--- src/hdl/ralu_pkg.sv ---
// Package for the A64 register-form ALU execute block.
// Shared constants, item kinds and the decoded item type. No dependencies.
package ralu_pkg;

    localparam int XLEN      = 64;
    localparam int NUM_GPR   = 31;
    localparam int REG_IDX_W = 5;
    localparam int QUEUE_DEPTH = 2;

    localparam logic [REG_IDX_W-1:0] ZERO_REG = 5'd31;

    localparam logic [2:0] KIND_LOAD  = 3'd0;
    localparam logic [2:0] KIND_ILL   = 3'd1;
    localparam logic [2:0] KIND_MUL   = 3'd2;
    localparam logic [2:0] KIND_ARITH = 3'd3;
    localparam logic [2:0] KIND_LOGIC = 3'd4;

    localparam logic [2:0] MAJOR_DP_REG = 3'b101;
    localparam logic [3:0] MUL_OP31     = 4'b1000;

    localparam logic [1:0] SHIFT_LSL = 2'd0;
    localparam logic [1:0] SHIFT_LSR = 2'd1;
    localparam logic [1:0] SHIFT_ASR = 2'd2;
    localparam logic [1:0] SHIFT_ROR = 2'd3;

    localparam logic [1:0] LOGIC_AND  = 2'd0;
    localparam logic [1:0] LOGIC_ORR  = 2'd1;
    localparam logic [1:0] LOGIC_EOR  = 2'd2;
    localparam logic [1:0] LOGIC_ANDS = 2'd3;

    localparam logic [1:0] MUL_STEP_LL  = 2'd0;
    localparam logic [1:0] MUL_STEP_LH  = 2'd1;
    localparam logic [1:0] MUL_STEP_HL  = 2'd2;
    localparam logic [1:0] MUL_STEP_SUM = 2'd3;

    typedef struct packed {
        logic [2:0]           kind;
        logic                 sf;
        logic [1:0]           opc;
        logic [1:0]           stype;
        logic                 neg;
        logic [5:0]           amt;
        logic [REG_IDX_W-1:0] rn;
        logic [REG_IDX_W-1:0] rm;
        logic [REG_IDX_W-1:0] ra;
        logic [REG_IDX_W-1:0] rd;
        logic                 mul_sub;
        logic [XLEN-1:0]      load_value;
    } decoded_t;

endpackage

--- src/hdl/ralu_queue.sv ---
// Short queue of decoded items between front and back end.
// Depends on ralu_pkg.
module ralu_queue (
    input  logic               aclk,
    input  logic               aresetn,
    input  logic               push,
    input  ralu_pkg::decoded_t push_entry,
    input  logic               pop,
    output logic               full,
    output logic               not_empty,
    output ralu_pkg::decoded_t head
);
    import ralu_pkg::*;

    decoded_t entries_reg [QUEUE_DEPTH];
    logic [$clog2(QUEUE_DEPTH)-1:0] wr_ptr_reg, wr_ptr_next, rd_ptr_reg, rd_ptr_next;
    logic [$clog2(QUEUE_DEPTH+1)-1:0] count_reg, count_next;
    logic do_pop;

    assign full      = (32'(count_reg) == QUEUE_DEPTH);
    assign not_empty = (count_reg != '0);
    assign head      = entries_reg[rd_ptr_reg];
    assign do_pop    = pop && not_empty;

    always_comb begin
        wr_ptr_next = wr_ptr_reg;
        rd_ptr_next = rd_ptr_reg;
        count_next  = count_reg;
        if (push) begin
            wr_ptr_next = wr_ptr_reg + 1'b1;
        end
        if (do_pop) begin
            rd_ptr_next = rd_ptr_reg + 1'b1;
        end
        if (push && !do_pop) begin
            count_next = count_reg + 1'b1;
        end else if (!push && do_pop) begin
            count_next = count_reg - 1'b1;
        end
    end

    always_ff @(posedge aclk) begin
        if (!aresetn) begin
            wr_ptr_reg <= '0;
            rd_ptr_reg <= '0;
            count_reg  <= '0;
        end else begin
            wr_ptr_reg <= wr_ptr_next;
            rd_ptr_reg <= rd_ptr_next;
            count_reg  <= count_next;
        end
        if (push) begin
            entries_reg[wr_ptr_reg] <= push_entry;
        end
    end
endmodule

--- config.mk ---
export PLATFORM = sky130hd
export DESIGN_NAME = ralu_queue
export DESIGN_NICKNAME = d
export VERILOG_FILES = /design/src/hdl/ralu_pkg.sv /design/src/hdl/ralu_queue.sv
export SDC_FILE = /design/constraint.sdc
export NUM_CORES = 1
export LEC_CHECK = 0
export BUFFER_PORTS_ARGS = -buffer_cell sky130_fd_sc_hd__buf_2
export CAP_MARGIN = 20
export CORE_MARGIN = 2
export CORE_UTILIZATION = 45
export CTS_BUF_LIST = sky130_fd_sc_hd__clkbuf_8
export DETAILED_ROUTE_END_ITERATION = 16
export GPL_TIMING_DRIVEN = 0
export PLACE_DENSITY = 0.75
export SLEW_MARGIN = 20
export SYNTH_ARGS = -nofsm -noshare
export SYNTH_HDL_FRONTEND = slang
export SYNTH_SLANG_ARGS = --single-unit
--- constraint.sdc ---
create_clock -name aclk -period 5.4 [get_ports aclk]
set_input_delay 0.54 -clock aclk [delete_from_list [all_inputs] [get_ports aclk]]
set_output_delay 0.54 -clock aclk [all_outputs]
set_load 0.1 [all_outputs]
==> results of run 1 <==
[cells in the final DEF, fill, tap and decap left out, types with 3 or more instances in the layout]
cell type  netlist  final
and2_1           4      3
buf_12           0      3
buf_2            1    206
buf_4           10     10
clkbuf_8         0     35
clkinv_1         0      3
clkinv_2         0      4
dfxtp_1          5      5
edfxtp_1       200    200
inv_1            0     12
mux2_2         100    100
[path summary, 6_finish.rpt]
path,from,endpoint,slack (ps)
max,flip-flop,head[11],2810
max reg2reg,wr_ptr_reg$_SDFFE_PN0P_,entries_reg[0][8]$_DFFE_PP_,3550
min reg2reg,count_reg[1]$_SDFFE_PN0P_,count_reg[1]$_SDFFE_PN0P_,530
min,push_entry[28],entries_reg[1][28]$_DFFE_PP_,190
[layout make-up]
class	count	area (um^2)	area share, %
repair buffers	209	1114	11.82
flip-flops and latches	205	6106	64.81
plain buffers	11	80.08	0.8499
multi-input cells	117	1256	13.33
clock buffers	35	481.7	5.113
well taps	216	270.3	2.869
clock inverters	21	113.9	1.208
[stage by stage]
step | utilization [%] | cells | power [mW] | cell area [um^2] | hold slack (ps)
finish | 58.88 | 814 | 5.420 | 9422 | 192.4
global route | 58.88 | 814 | 5.611 | 9422 | 152.3
CTS | 58.88 | 814 | 5.491 | 9422 | 146.2
detailed placement | 55.16 | 758 | 4.289 | 8826 | 524.9
global placement | 54.57 | 754 | 4.264 | 8731 | 486.9
floorplan | - | 333 | 3.961 | 7435 | 473.5
[power breakdown]
group          internal [mW]  switching, mW
combinational          0.474           1.89
sequential              1.85         0.0278
clock                  0.638          0.542
[logic make-up (layout without fill, tap and decap cells)]
group                      Yosys count  count (layout)
and+or+nand+nor                      9               9
muxes                              100             100
DFF                                205             205
AOI/OAI and AO/OA                    4               4
xor gates and xnor gates             3               3
buffers and inverters               11             276
adders and majority gates            1               1
[metal layers]
layer  up-vias  wire length [um]
met5         -                 0
met2       154              6982
li1       1807                 -
met4         0               304
met3        28              1146
met1      1919              5178
==> run_results.csv, run 1 <==
group,metric,value,unit
timing,relSlewSlack,43.12,%
setup_path,reg2reg_depth,3,
placed_design,routabilityCongestion,0.7051,
hold_path,hold_class,"in -> reg",
detailed_routing,firstDrtPassIters,4,
setup_path,start_kind,"flip-flop",
grt,gr-usage-met2,27.06,%
power_and_ir_drop,peakVddDrop,0.4244,mV
floorplanning,die_area,17560,um^2
setup_path,arrival,2050,ps
synth,synth_edf_count,200,
setup_path,crit_top_cell,"buf_2",
synth,synth_top_family_by_area,"multiplexers",
detailed_routing,wl_per_cell,16.72,um
floorplanning,num_io_pins,206,
synth,ys_top_cells_by_count,"edfxtp_1 (200), mux2_2 (100), buf_4 (10), dfxtp_1 (5), and2_1 (4)",
setup_path,crit_required,4860,ps
setup_path,crit_chain,"buf_2 -> buf_4 -> mux2_2 -> buf_2",
hold_path,holdPathStages,1,
timing,setup_tns,0,ps
clock_network,cts_tree,"yes",
clock_network,htree_num_levels,1,
timing,clock_skew,14.07,ps
clock_network,ctsHoldBuffers,0,
floorplanning,die_width,132.5,um
setup_path,worst_setup_path_end_kind,"primary output",
synth,synth_top_area_share,80.81,%
clock_network,clockBufferDepth,3,
synth,yosys.area_share.simple,0.7576,%
grt,use_met3,5.019,%
placed_design,pre_cts_ws,3146,ps
synth,synthXorXnorAreaFrac,0.3535,%
grt,globalRoute.busiestLayer,"met2",
timing,finalCriticalPeriod,2586,ps
detailed_routing,initialDrtViolationCount,132,
grt,grt_max_degree,53,
floorplanning,rows,46,
synth,netlist_instances,333,
synth,synth_fa_ha_area_share,0.1684,%
timing,setup_viol,0,
floorplanning,initial_utilization,46.45,%
clock_network,cts_setup_buffers,0,
cells_and_area,largest_reg_flops,200,
setup_path,cp_max_fo,10,
timing,drv_slew,0,
synth,syn_nets,438,
synth,synth_mux_area_share,15.15,%
synth,syn_avg_cell_area,22.32,um^2
power_and_ir_drop,power.density,575.3,nW/um^2
setup_path,slowest_delay,360,ps
cells_and_area,syn_to_final_growth,26.77,%
clock_network,clk_pin_slew_worst_paths,70,ps
detailed_routing,route.detailed.drc,0,
cells_and_area,diodes,0,
clock_network,insertion_delay,530,ps
cells_and_area,final_nets,680,
synth,async_flop_share,0,%
grt,antenna_found_initial,1,
synth,syn_area,7432,um^2
timing,period_share,47.89,%
setup_path,cp.depth,4,
grt,grt_overflow,0,
clock_network,cts_inserted_buffers,31,
clock_network,clock_sinks,205,
cells_and_area,fill_cells,1250,
timing,clock.fmax,386.7,MHz
synth,yosysMostFrequentCell,"edfxtp_1",
synth,synth-seq-cells,205,
timing,fin_ws,2814,ps
timing,hold_viol,0,
synth,yosys-top-cells-area,"edfxtp_1 (81%), mux2_2 (15%), dfxtp_1 (1.3%), buf_4 (1.0%), and2_1 (0.34%)",
cells_and_area,drive_gt1_share,60.87,%
detailed_routing,routed_wl,13610,um
synth,yosysWarningCount,0,
timing,worst_pin_slew,851.4,ps
detailed_routing,ant_nets,0,
floorplanning,coreArea,16000,um^2
synth,synth_cell_types,16,
grt,grt_first_pass_wirelength,21490,um
clock_network,cts-resized-gates,0,
synth,yosysTopAreaCell,"edfxtp_1",
floorplanning,die_h,132.5,um
setup_path,crit_family,"buffers and inverters",
synth,yosysSeqAreaShare,82.15,%
grt,grt_pass1_vias,4272,
outcome,outcome,"finished clean",
synth,synthFlopType,"edfxtp_1",
power_and_ir_drop,leakage,3.593,nW
setup_path,slowest_stage,"mux2_2",
placed_design,hpwlAfterDp,9239,um
setup_path,path_buf_inv,3,
detailed_routing,routed_via_density,4.801,
grt,met1_usage,17.54,%
timing,rsz0062_at_grt,"no",
placed_design,port_buffers,205,
setup_path,criticalPathCategory,"reg -> out",
clock_network,cts-root-buf,"clkbuf_8",
grt,grt_usage,15.31,%
synth,synth_compound_area_share,0.3367,%
run,cap_violations,0,
detailed_routing,via_count,3908,
Power figures use the tool's default switching activity.
==> run 2, diff against run 1 <==
--- a/config.mk
+++ b/config.mk
@@ -12,7 +12,7 @@
 export CTS_BUF_LIST = sky130_fd_sc_hd__clkbuf_8
 export DETAILED_ROUTE_END_ITERATION = 16
 export GPL_TIMING_DRIVEN = 0
-export PLACE_DENSITY = 0.75
+export PLACE_DENSITY = 0.72
 export SLEW_MARGIN = 20
 export SYNTH_ARGS = -nofsm -noshare
 export SYNTH_HDL_FRONTEND = slang
==> constraint.sdc (replaced) <==
create_clock -name aclk -period 2.7 [get_ports aclk]
set_input_delay 0.27 -clock aclk [delete_from_list [all_inputs] [get_ports aclk]]
set_output_delay 0.27 -clock aclk [all_outputs]
set_load 0.1 [all_outputs]
==> run 2 against run 1 <==
Utilization increased by 6.4 points. Final area increased by 11%. Clock skew decreased by 5.1 ps. Worst hold slack got worse by 88 ps. Flip-flop and latch count unchanged. Clock power increased by 93%. Die area unchanged. Combinational power increased by 110%. Critical endpoint is now head[2]. Largest power group unchanged. Highest routed layer unchanged.
==> run_results.csv, run 2 (synthesis results as in run 1) <==
group,metric,value,unit
clock_network,cts_inserted_buffers,31,
grt,grt_first_pass_wirelength,24600,um
setup_path,slowest_delay,360,ps
detailed_routing,route.detailed.drc,0,
timing,clock.fmax,432.1,MHz
clock_network,cts-resized-gates,0,
detailed_routing,firstDrtPassIters,4,
power_and_ir_drop,power.density,1044,nW/um^2
detailed_routing,routed_wl,15680,um
setup_path,worst_setup_path_end_kind,"primary output",
setup_path,arrival,2040,ps
setup_path,crit_chain,"buf_2 -> buf_4 -> mux2_2 -> buf_2",
setup_path,criticalPathCategory,"reg -> out",
setup_path,start_kind,"flip-flop",
clock_network,cts_setup_buffers,0,
floorplanning,initial_utilization,46.45,%
clock_network,cts-root-buf,"clkbuf_8",
detailed_routing,via_count,4329,
power_and_ir_drop,leakage,4.022,nW
grt,grt_max_degree,43,
cells_and_area,postLayoutCoreUtil,65.32,%
detailed_routing,ant_nets,0,
timing,hold_viol,0,
timing,setup_viol,0,
timing,rsz0062_at_grt,"no",
placed_design,place_area,8881,um^2
detailed_routing,initialDrtViolationCount,147,
placed_design,hpwlAfterDp,9335,um
placed_design,port_buffers,205,
cells_and_area,instances_no_fill,919,
clock_network,clock_sinks,205,
timing,drv_slew,0,
cells_and_area,design_area,10450,um^2
placed_design,routabilityCongestion,0.6903,
setup_path,slowest_stage,"mux2_2",
detailed_routing,routed_via_density,4.711,
grt,grt_overflow,0,
clock_network,htree_num_levels,1,
grt,grt_usage,17.66,%
setup_path,cp_max_fo,10,
grt,antenna_found_initial,1,
clock_network,insertion_delay,530,ps
cells_and_area,largest_reg_flops,200,
floorplanning,die_area,17560,um^2
cells_and_area,drive_gt1_share,51.57,%
floorplanning,die_h,132.5,um
floorplanning,die_width,132.5,um
hold_path,hold_class,"in -> reg",
setup_path,crit_top_cell,"buf_2",
cells_and_area,final_nets,783,
timing,worst_pin_slew,753.9,ps
detailed_routing,wl_per_cell,17.06,um
clock_network,clockBufferDepth,3,
timing,relSlewSlack,49.63,%
cells_and_area,final_cell_mix,"buf_2 (206), edfxtp_1 (200), dlygate4sd3_1 (101)",
clock_network,ctsHoldBuffers,101,
setup_path,crit_required,2430,ps
floorplanning,num_io_pins,206,
floorplanning,rows,46,
timing,clock_skew,9.004,ps
placed_design,post-place-cells,760,
power_and_ir_drop,finalPower,10.91,mW
power_and_ir_drop,peakVddDrop,0.7530,mV
clock_network,clk_pin_slew_worst_paths,60,ps
timing,finalCriticalPeriod,2314,ps
run,cap_violations,0,
cells_and_area,final_common_cell,"buf_2",
grt,grt_pass1_vias,4853,
cells_and_area,syn_to_final_growth,40.62,%
floorplanning,coreArea,16000,um^2
clock_network,cts_tree,"yes",
timing,period_share,85.71,%
outcome,outcome,"finished clean",
run 2: cell count changes in the layout (fill, tap and decap cells not counted):
cell,delta
dlygate4sd3_1,+101
clkinv_1,+5
clkbuf_8,-4
buf_16,+2
clkinv_2,+1
clkinvlp_4,-1
diode_2,+1
run 2: power by group:
group          switching [mW]  internal (mW)  total, mW
clock network            1.11           1.16       2.28
registers              0.0582           3.70       3.76
logic                    3.83           1.05       4.88
run 2: layout make-up:
class	instances	area (um^2)
clock buffer	31	426.7
fill	1119	5549
buffer	11	80.08
clock inverter	26	130.1
tap	216	270.3
antenna	1	2.502
sequential	205	6106
timing repair buffer	312	2180
multi-input combinational	117	1256
run 2: metal layers:
metal | track usage (%) | routed length [um] | vias up
li1 | - | - | 2030
met1 | 19.75 | 6010 | 2093
met2 | 32.50 | 8209 | 171
met3 | 4.828 | 1080 | 35
met4 | 5.854 | 376 | 0
met5 | 0 | 0 | -
run 2: critical path: cells and delay by family (launching register included):
family	cells	cell delay, ps
flip-flops	1	310
multiplexers	1	360
buffers and inverters	3	840
run 2: worst paths after layout:
kind	start	end	slack, ps	cells after the start
hold / removal	push	wr_ptr_reg$_SDFFE_PN0P_	100	3
hold reg to reg	count_reg[1]$_SDFFE_PN0P_	count_reg[1]$_SDFFE_PN0P_	530	2
setup reg to reg	wr_ptr_reg$_SDFFE_PN0P_	entries_reg[0][12]$_DFFE_PP_	800	4
setup / recovery	flip-flop	head[2]	390	4
run 2: through the flow:
stage / hold WS (ps) / setup WS, ps / TNS, ps
2_1_floorplan: 368.9 / 456.5 / 0
3_3_place_gp: 456.6 / -385.5 / -38130
3_5_place_dp: 461.0 / 677.2 / 0
4_1_cts: 67.57 / 279.9 / 0
5_1_grt: 94.62 / 248.0 / 0
6_report: 104.7 / 385.9 / 0
