===== src/hdl/ralu_pkg.sv =====
// Package for the A64 register-form ALU execute block.
// Shared constants, item kinds and the decoded item type. No dependencies.
package ralu_pkg;

    localparam int XLEN      = 64;
    localparam int NUM_GPR   = 31;
    localparam int REG_IDX_W = 5;
    localparam int QUEUE_DEPTH = 2;

    localparam logic [REG_IDX_W-1:0] ZERO_REG = 5'd31;

    localparam logic [2:0] KIND_LOAD  = 3'd0;
    localparam logic [2:0] KIND_ILL   = 3'd1;
    localparam logic [2:0] KIND_MUL   = 3'd2;
    localparam logic [2:0] KIND_ARITH = 3'd3;
    localparam logic [2:0] KIND_LOGIC = 3'd4;

    localparam logic [2:0] MAJOR_DP_REG = 3'b101;
    localparam logic [3:0] MUL_OP31     = 4'b1000;

    localparam logic [1:0] SHIFT_LSL = 2'd0;
    localparam logic [1:0] SHIFT_LSR = 2'd1;
    localparam logic [1:0] SHIFT_ASR = 2'd2;
    localparam logic [1:0] SHIFT_ROR = 2'd3;

    localparam logic [1:0] LOGIC_AND  = 2'd0;
    localparam logic [1:0] LOGIC_ORR  = 2'd1;
    localparam logic [1:0] LOGIC_EOR  = 2'd2;
    localparam logic [1:0] LOGIC_ANDS = 2'd3;

    localparam logic [1:0] MUL_STEP_LL  = 2'd0;
    localparam logic [1:0] MUL_STEP_LH  = 2'd1;
    localparam logic [1:0] MUL_STEP_HL  = 2'd2;
    localparam logic [1:0] MUL_STEP_SUM = 2'd3;

    typedef struct packed {
        logic [2:0]           kind;
        logic                 sf;
        logic [1:0]           opc;
        logic [1:0]           stype;
        logic                 neg;
        logic [5:0]           amt;
        logic [REG_IDX_W-1:0] rn;
        logic [REG_IDX_W-1:0] rm;
        logic [REG_IDX_W-1:0] ra;
        logic [REG_IDX_W-1:0] rd;
        logic                 mul_sub;
        logic [XLEN-1:0]      load_value;
    } decoded_t;

endpackage


===== src/hdl/ralu_front.sv =====
// Front end: accepts input transfers and decodes them into queue entries.
// Depends on ralu_pkg.
module ralu_front (
    input  logic                 s_tvalid,
    output logic                 s_tready,
    input  logic [103:0]         s_tdata,
    input  logic                 s_tuser,
    input  logic                 queue_full,
    output logic                 push,
    output ralu_pkg::decoded_t   push_entry
);
    import ralu_pkg::*;

    logic [31:0] w;
    logic        is_mul, addsub_sel;

    assign w          = s_tdata[31:0];
    assign is_mul     = w[28];
    assign addsub_sel = w[24];
    assign s_tready   = !queue_full;
    assign push       = s_tvalid && !queue_full;

    always_comb begin
        push_entry            = '0;
        push_entry.sf         = w[31];
        push_entry.opc        = w[30:29];
        push_entry.stype      = w[23:22];
        push_entry.neg        = w[21];
        push_entry.amt        = w[15:10];
        push_entry.rn         = w[9:5];
        push_entry.rm         = w[20:16];
        push_entry.ra         = w[14:10];
        push_entry.rd         = w[4:0];
        push_entry.mul_sub    = w[15];
        push_entry.load_value = s_tdata[100:37];
        if (s_tuser) begin
            push_entry.kind = KIND_LOAD;
            push_entry.rd   = s_tdata[36:32];
        end else if (w[27:25] != MAJOR_DP_REG) begin
            push_entry.kind = KIND_ILL;
        end else if (is_mul) begin
            push_entry.kind = (w[24:21] != MUL_OP31) ? KIND_ILL : KIND_MUL;
        end else if (!w[31] && w[15]) begin
            push_entry.kind = KIND_ILL;
        end else if (addsub_sel && (w[21] || (w[23:22] == SHIFT_ROR && w[15:10] != 6'd0))) begin
            push_entry.kind = KIND_ILL;
        end else begin
            push_entry.kind = addsub_sel ? KIND_ARITH : KIND_LOGIC;
        end
    end
endmodule


===== config.mk =====
export PLATFORM = sky130hd
export DESIGN_NAME = ralu_front
export DESIGN_NICKNAME = d
export VERILOG_FILES = /design/src/hdl/ralu_pkg.sv /design/src/hdl/ralu_front.sv
export SDC_FILE = /design/constraint.sdc
export NUM_CORES = 1
export LEC_CHECK = 0
export BUFFER_PORTS_ARGS = -buffer_cell sky130_fd_sc_hd__buf_2
export CAP_MARGIN = 20
export CORE_AREA = 4 4 80 82
export DETAILED_ROUTE_END_ITERATION = 8
export DIE_AREA = 0 0 84 86
export PLACE_DENSITY = 0.6
export SYNTH_ARGS = -nofsm -noshare
export SYNTH_HDL_FRONTEND = slang
export SYNTH_SLANG_ARGS = --single-unit

===== constraint.sdc =====
create_clock -name vclk -period 1.2
set_input_delay 0.24 -clock vclk [all_inputs]
set_output_delay 0.24 -clock vclk [all_outputs]
set_load 0.05 [all_outputs]

==> results of run 1 <==
-- through the flow --
stage / setup WS (ps) / hold WS (ps) / util (%)
2_1_floorplan: -321 / 547 / -
3_3_place_gp: -559 / 480 / 10.7
3_5_place_dp: -605 / 480 / 10.7
4_1_cts: -267 / 480 / 13.9
5_1_grt: -292 / 480 / 14.5
6_report: -249 / 480 / 14.5
-- critical path, delay by kind of cell --
family | cells | cell delay, ps
simple gates | 2 | 740
buf+inv | 2 | 230
-- final timing paths --
| check | from | slack (ps) | cells past startpoint | end |
|---|---|---|---|---|
| worst max-delay path | s_tdata[26] | -250 | 4 | push_entry[98] |
| worst min-delay path | s_tdata[38] | 480 | 0 | push_entry[1] |
-- cells in the final DEF (no fill, tap or decap), types with 2 or more instances in the layout --
cell type | netlist | routed
buf_4 | 92 | 5
buf_6 | 1 | 13
buf_8 | 0 | 6
mux2_4 | 0 | 5
nor4_4 | 0 | 2
buf_2 | 0 | 38
nor2_1 | 2 | 2
-- power by group --
| group | switching [uW] | internal, uW |
|---|---|---|
| registers | 0 | 0 |
| logic | 261 | 170 |
| clock network | 0 | 0 |
| total | 261 | 170 |
-- metal layers --
| layer | routed length (um) | part of all wire, % | global-route usage (%) |
|---|---|---|---|
| met5 | 0 | 0 | 0 |
| met4 | 265 | 11 | 6.14 |
| met3 | 533 | 22 | 4.51 |
| met2 | 1150 | 46 | 10.1 |
| met1 | 524 | 21 | 3.86 |
-- timing repair --
item,4_1_cts,5_1_grt
hold buffers,0,0
pin swaps,7,3
buffers inserted,1,0
resized for setup,45,7
setup endpoints to repair,8,3
-- logic make-up after synthesis --
group / after synthesis / synth area share [%]
muxes: 5 / 6.52
buffers and inverters: 94 / 81.7
and+or+nand+nor: 11 / 7.54
AOI/OAI and AO/OA: 5 / 4.20
-- final cells by class --
type                            instances  area share [%]
Inverter                                1           0.450
Multi-Input combinational cell         21            32.7
Tap cell                               75            11.2
Timing Repair Buffer                   62            55.6
==> flow_summary.yaml, run 1 <==
die:
  coreArea_um2: 5750
  ioPinCount: 209
  fp.dieH_um: 86
  die_w_um: 84
  row_count: 28
  start_util_pct: 15.0
  fp.dieArea_um2: 7220
grt:
  grt-ovfl-total: 0
  grt_max_degree: 7
  grt_pass1_vias: 564
  grt_pass1_wl_mm: 3.39
  grt_use_total_pct: 5.93
  grt_antenna_before_repair: 0
power:
  power_uw: 431
  power_leakage_uw: 0.000396
  vdd_drop_max_uv: 145
  p_per_area_nw_per_um2: 516
worst_setup_path:
  worst-path-max-fanout: 2
  crit_path_cell_trace: "buf_6, or3_4, and4bb_4, buf_8"
  max_stage_delay_ps: 390
  critPathArrivalTime_ps: 1210
  crit_type: "primary input to output pin"
  crit_path_start_kind: "primary input"
  slowest_stage: "or3_4"
  setup.worst_path.end_class: "output pin"
  critPathRequiredTime_ps: 960
route:
  drc: 0
  drt-pass1-iter-count: 2
  vias: 543
  avgRoutedWirePerCell_um: 15.6
  antenna_left: 0
  drt_iter0_drc: 1
  routed_wl_mm: 2.47
  viasPerCell: 3.42
final_layout:
  seq_area_um2: 0
  multiInputGateArea_um2: 273
  nClkBuffers: 0
  final_cell_area_um2: 835
  antennaDiodeCount: 0
  drive_above_1_share_pct: 91.7
  finalNetCount: 193
  design.seq.count: 0
  n_fill_cell: 643
  stdcell_count: 159
  area_growth_pct: -3.33
timing:
  worst_pin_slew_ps: 266
  setup_viol: 3
  slew_violations: 0
  slew_headroom_pct: 82.4
  fin_ws_ps: -249
  hold_viol: 0
  post-route-min-period_ps: 1450
  max_freq_mhz: 690
  rsz0062_at_grt: "true"
  fin_setup_tns_ps: -550
  final.period_utilization_pct: 121
worst_hold_path:
  hold_class: "primary input to output pin"
synth:
  yosysMostFrequentCell: "buf_4"
  synth_top_area_share_pct: 80.0
  ys_types: 16
  netlist_instances: 115
  synth_common_cells: "buf_4 (92), mux2_2 (3)"
  synth_nets: 222
  synth_top_cell_by_area: "buf_4"
  synth_area_um2: 863
  ys_warn_count: 0
  yosysSeqAreaShare_pct: 0
  syn_avg_cell_area_um2: 7.51
  netlist_top_cells_area: "buf_4 (80%), mux2_2 (3.9%), mux2_1 (2.6%)"
placed_design:
  io_buffers: 54
  dp.cells: 159
  finalWeightedCongestion: 0.804
  place_area_um2: 616
run_status:
  failed_checks: "negative setup slack"
  status: "finished, violations left"
flow_run:
  maxCapViolations: 0
(Power assumes the default switching activity.)
==> inputs of run 2 (changes only) <==
==> constraint.sdc (replaced) <==
create_clock -name vclk -period 1.2
set_input_delay 0.06 -clock vclk [all_inputs]
set_output_delay 0.06 -clock vclk [all_outputs]
set_load 0.05 [all_outputs]
==> run 2 against run 1 <==
  * The run now ends clean
  * Core utilization decreased by 3.1 points
  * Die area unchanged
  * Total power shrank 19%
  * Combinational power shrank 19%
  * Clock-buffer cell count unchanged
  * Worst setup slack better by 300 ps
  * Fmax increased by 26%
  * Critical path depth rose by 2
==> flow_summary.yaml, run 2 (synthesis results as in run 1) <==
run_status:
  status: "finished, final reports clean"
timing:
  slew_headroom_pct: 81.8
  worst_pin_slew_ps: 271
  setup_viol: 0
  rsz0062_at_grt: "true"
  max_freq_mhz: 870
  final.period_utilization_pct: 95.8
  slew_violations: 0
  hold_viol: 0
  post-route-min-period_ps: 1150
power:
  switching_power_uw: 239
  p_per_area_nw_per_um2: 530
  vdd_drop_max_uv: 134
  switching_share_pct: 68.6
  internal-power_uw: 109
  seqPwrFrac_pct: 0
  power_uw: 348
  power_leakage_uw: 0.000327
  comb_power_share_pct: 100.0
  pwr-share-clk_pct: 0
grt:
  grt_pass1_wl_mm: 2.72
  grt_use_total_pct: 4.61
  grt_pass1_vias: 522
  grt_antenna_before_repair: 0
  grt_max_degree: 7
  grt-ovfl-total: 0
worst_setup_path:
  crit_type: "primary input to output pin"
  setup.worst_path.end_class: "output pin"
  crit_path_start_kind: "primary input"
  critPathRequiredTime_ps: 1140
  worst-path-max-fanout: 2
  critPathArrivalTime_ps: 1090
route:
  drc: 0
  viasPerCell: 3.36
  vias: 534
  route.met3.wl_um: 447
  antenna_left: 0
  routed_wl_mm: 2.00
  drt-met1-wl_um: 517
  drt-pass1-iter-count: 2
  avgRoutedWirePerCell_um: 12.6
  drt_iter0_drc: 1
  wl_met2_um: 777
  topRoutingLayerUsed: "met4"
worst_hold_path:
  hold-path-endpoint: "push_entry[76]"
  hold_start: "s_tdata[17]"
  hold_class: "primary input to output pin"
  holdPathStages: 0
die:
  die_w_um: 84
  fp.dieArea_um2: 7220
  ioPinCount: 209
  coreArea_um2: 5750
  fp.dieH_um: 86
  start_util_pct: 15.0
  row_count: 28
placed_design:
  place_hpwl_mm: 1.80
  dp.cells: 158
  io_buffers: 54
  place_area_um2: 599
  finalWeightedCongestion: 0.736
final_layout:
  seq_area_um2: 0
  design.seq.count: 0
  stdcell_count: 159
  n_fill_cell: 686
  fin_util_pct: 11.4
  finalNetCount: 193
  area_growth_pct: -23.9
  final_cell_area_um2: 657
  mostFrequentLayoutCells: "buf_2 (49), buf_4 (9), mux2_2 (3)"
  drive_above_1_share_pct: 83.3
  nClkBuffers: 0
  antennaDiodeCount: 0
  final_common_cell: "buf_2"
flow_run:
  maxCapViolations: 0
cts:
  cts_hold_buf: 0
[run 2: changes by cell type in the layout (fill, tap and decap cells not counted), moves of 2 or more]
cell	previous run	this run
buf_4	5	9
buf_8	6	1
mux2_1	0	2
buf_6	13	2
mux2_4	5	0
buf_2	38	49
mux2_2	0	3
[run 2: timing repair]
item | CTS | global route
setup endpoints to repair | 1 | 3
pin swaps | 0 | 3
buffers inserted | 0 | 1
gates resized for setup | 3 | 11
[run 2: worst max path at each step]
stage	start	end	slack, ps	cells after the start
4_1_cts	s_tdata[15]	push_entry[98]	-4	6
3_3_place_gp	s_tdata[15]	push_entry[98]	-80	6
2_1_floorplan	s_tuser	push_entry[98]	-50	3
5_1_grt	s_tdata[13]	push_entry[98]	-7	6
3_5_place_dp	s_tdata[15]	push_entry[98]	-140	6
6_report	s_tdata[25]	push_entry[99]	50	6
[run 2: area by class of cell]
cell class                 count  area [um2]  share of cell area [%]
multi-input combinational     21         201                    30.7
inverter                       1        3.75                   0.571
timing repair buffer          62         358                    54.5
tap                           75        93.8                    14.3
[run 2: through the flow]
step	worst slack, ps	TNS [ps]	hold WS (ps)
floorplan	-47.1	-47.1	187
global placement	-78.7	-78.7	120
detailed placement	-137	-137	120
CTS	-3.56	-3.56	120
global route	-6.54	-6.54	120
finish	50.8	0	120
[run 2: worst max-delay path, stage by stage]
cell	delay (ps)
buf_2	70
nand2_1	80
or3_1	350
buf_4	160
nor4_4	130
buf_4	240
[run 2: power by group through the flow]
stage	Sequential (uW)	Clock (uW)	Combinational, uW
global route	0	0	366
finish	0	0	348
global placement	0	0	332
CTS	0	0	338
detailed placement	0	0	335
floorplan	0	0	939
[run 2: routing by layer]
layer / GRT usage [%] / vias to the layer above
li1: - / 210
met1: 3.30 / 206
met2: 6.87 / 72
met3: 3.27 / 46
met4: 6.43 / 0
met5: 0 / -
==> inputs of run 3 (changes only) <==
Settings changed: CORE_AREA 4 4 80 82 to 4 4 79 81, DIE_AREA 0 0 84 86 to 0 0 83 85, PLACE_DENSITY 0.6 to 0.59.
Clock period 1.2 ns to 1.3 ns, I/O delays scaled along.
==> run 3 against run 2 <==
  * Combinational power fell by 12%
  * Final area fell by 11%
  * Critical endpoint is now push_entry[98]
  * Wire length rose by 1.8%
==> flow_summary.yaml, run 3 (synthesis results as in run 1) <==
timing:
  setup_viol: 0
  hold_viol: 0
  rsz0062_at_grt: "false"
  slew_violations: 0
  worst_pin_slew_ps: 296
  timing.hold.ws_ps: 130
  final.period_utilization_pct: 91.4
  post-route-min-period_ps: 1190
  max_freq_mhz: 842
  slew_headroom_pct: 80.1
final_layout:
  fin_util_pct: 10.7
  stdcell_count: 153
  nClkBuffers: 0
  antennaDiodeCount: 0
  final_common_cell: "buf_2"
  area_growth_pct: -32.2
  seq_area_um2: 0
  mostFrequentLayoutCells: "buf_2 (53), buf_4 (5), mux2_2 (3)"
  multiInputGateArea_um2: 181
  design.seq.count: 0
  drive_above_1_share_pct: 80.2
  n_fill_cell: 664
  finalNetCount: 190
placed_design:
  finalWeightedCongestion: 0.685
  place_hpwl_mm: 1.86
  dp.cells: 153
  io_buffers: 54
die:
  die_w_um: 83
  coreArea_um2: 5470
  fp.dieArea_um2: 7060
  start_util_pct: 15.8
  row_count: 27
  ioPinCount: 209
  fp.dieH_um: 85
route:
  drt-pass1-iter-count: 4
  vias: 506
  avgRoutedWirePerCell_um: 13.3
  viasPerCell: 3.31
  drt_iter0_drc: 3
  routed_wl_mm: 2.03
  antenna_left: 0
  drc: 0
grt:
  grt_max_degree: 7
  grt_antenna_before_repair: 0
  grt_pass1_wl_mm: 2.75
  grt_use_total_pct: 4.77
  grt_pass1_vias: 527
  grt-ovfl-total: 0
worst_hold_path:
  hold_class: "primary input to output pin"
  hold_start: "s_tdata[68]"
flow_run:
  maxCapViolations: 0
worst_setup_path:
  crit_type: "primary input to output pin"
  crit_path_start_kind: "primary input"
  setup.worst_path.end_class: "output pin"
  cp-endpoint: "push_entry[98]"
  critPathArrivalTime_ps: 1120
  critPathRequiredTime_ps: 1240
  crit_start: "s_tuser"
  worst-path-max-fanout: 2
power:
  power_leakage_uw: 0.000302
  vdd_drop_max_uv: 131
  p_per_area_nw_per_um2: 520
cts:
  postCtsSetupBuffers: 0
  cts_hold_buf: 0
run_status:
  status: "finished, final reports clean"
[run 3: through the flow]
| step | setup TNS [ps] | setup WS, ps | power, uW | area (um2) |
|---|---|---|---|---|
| final | 0 | 112 | 305 | 586 |
| after global routing | 0 | 54.5 | 323 | 586 |
| after CTS | 0 | 0.468 | 308 | 574 |
| after detailed placement | 0 | 3.00 | 307 | 574 |
| after global placement | 0 | 43.3 | 304 | 574 |
| after floorplan | -17.0 | -17.0 | 865 | 878 |
[run 3: how the worst min path moves through the flow]
stage	endpoint	slack [ps]	cells past startpoint
2_1_floorplan	push_entry[99]	200	1
3_3_place_gp	push_entry[14]	130	0
3_5_place_dp	push_entry[14]	130	0
4_1_cts	push_entry[14]	130	0
5_1_grt	push_entry[76]	130	0
6_report	push_entry[31]	130	0
[run 3: report_power, final]
group	leakage (uW)	switching, uW	internal (uW)
sequential	0	0	0
combinational	0.000302	217	88.0
clock	0	0	0
total	0.000302	217	88.0
[run 3: final cells by class]
| cell class | instances | share of cell area [%] |
|---|---|---|
| tap | 72 | 15.4 |
| timing repair buffer | 59 | 53.0 |
| inverter | 1 | 0.641 |
| multi-input combinational | 21 | 31.0 |
[run 3: layer usage]
metal	wire [um]	GRT usage (%)	up-vias	part of all wire [%]
met1	502	3.54	183	25
met5	0	0	-	0
met3	414	2.91	36	20
met4	225	4.90	0	11
li1	-	-	204	-
met2	888	8.16	83	44
[run 3: critical path, cell delays in order]
cell and delay [ps]:
buf_2 110, or3_1 430, and4bb_1 290, clkbuf_4 230
[run 3: what timing repair did]
| item | 4_1_cts | 5_1_grt |
|---|---|---|
| setup endpoints to repair | 0 | 2 |
| endpoints found under the hold margin | 0 | 0 |
| gates resized for setup | 0 | 3 |
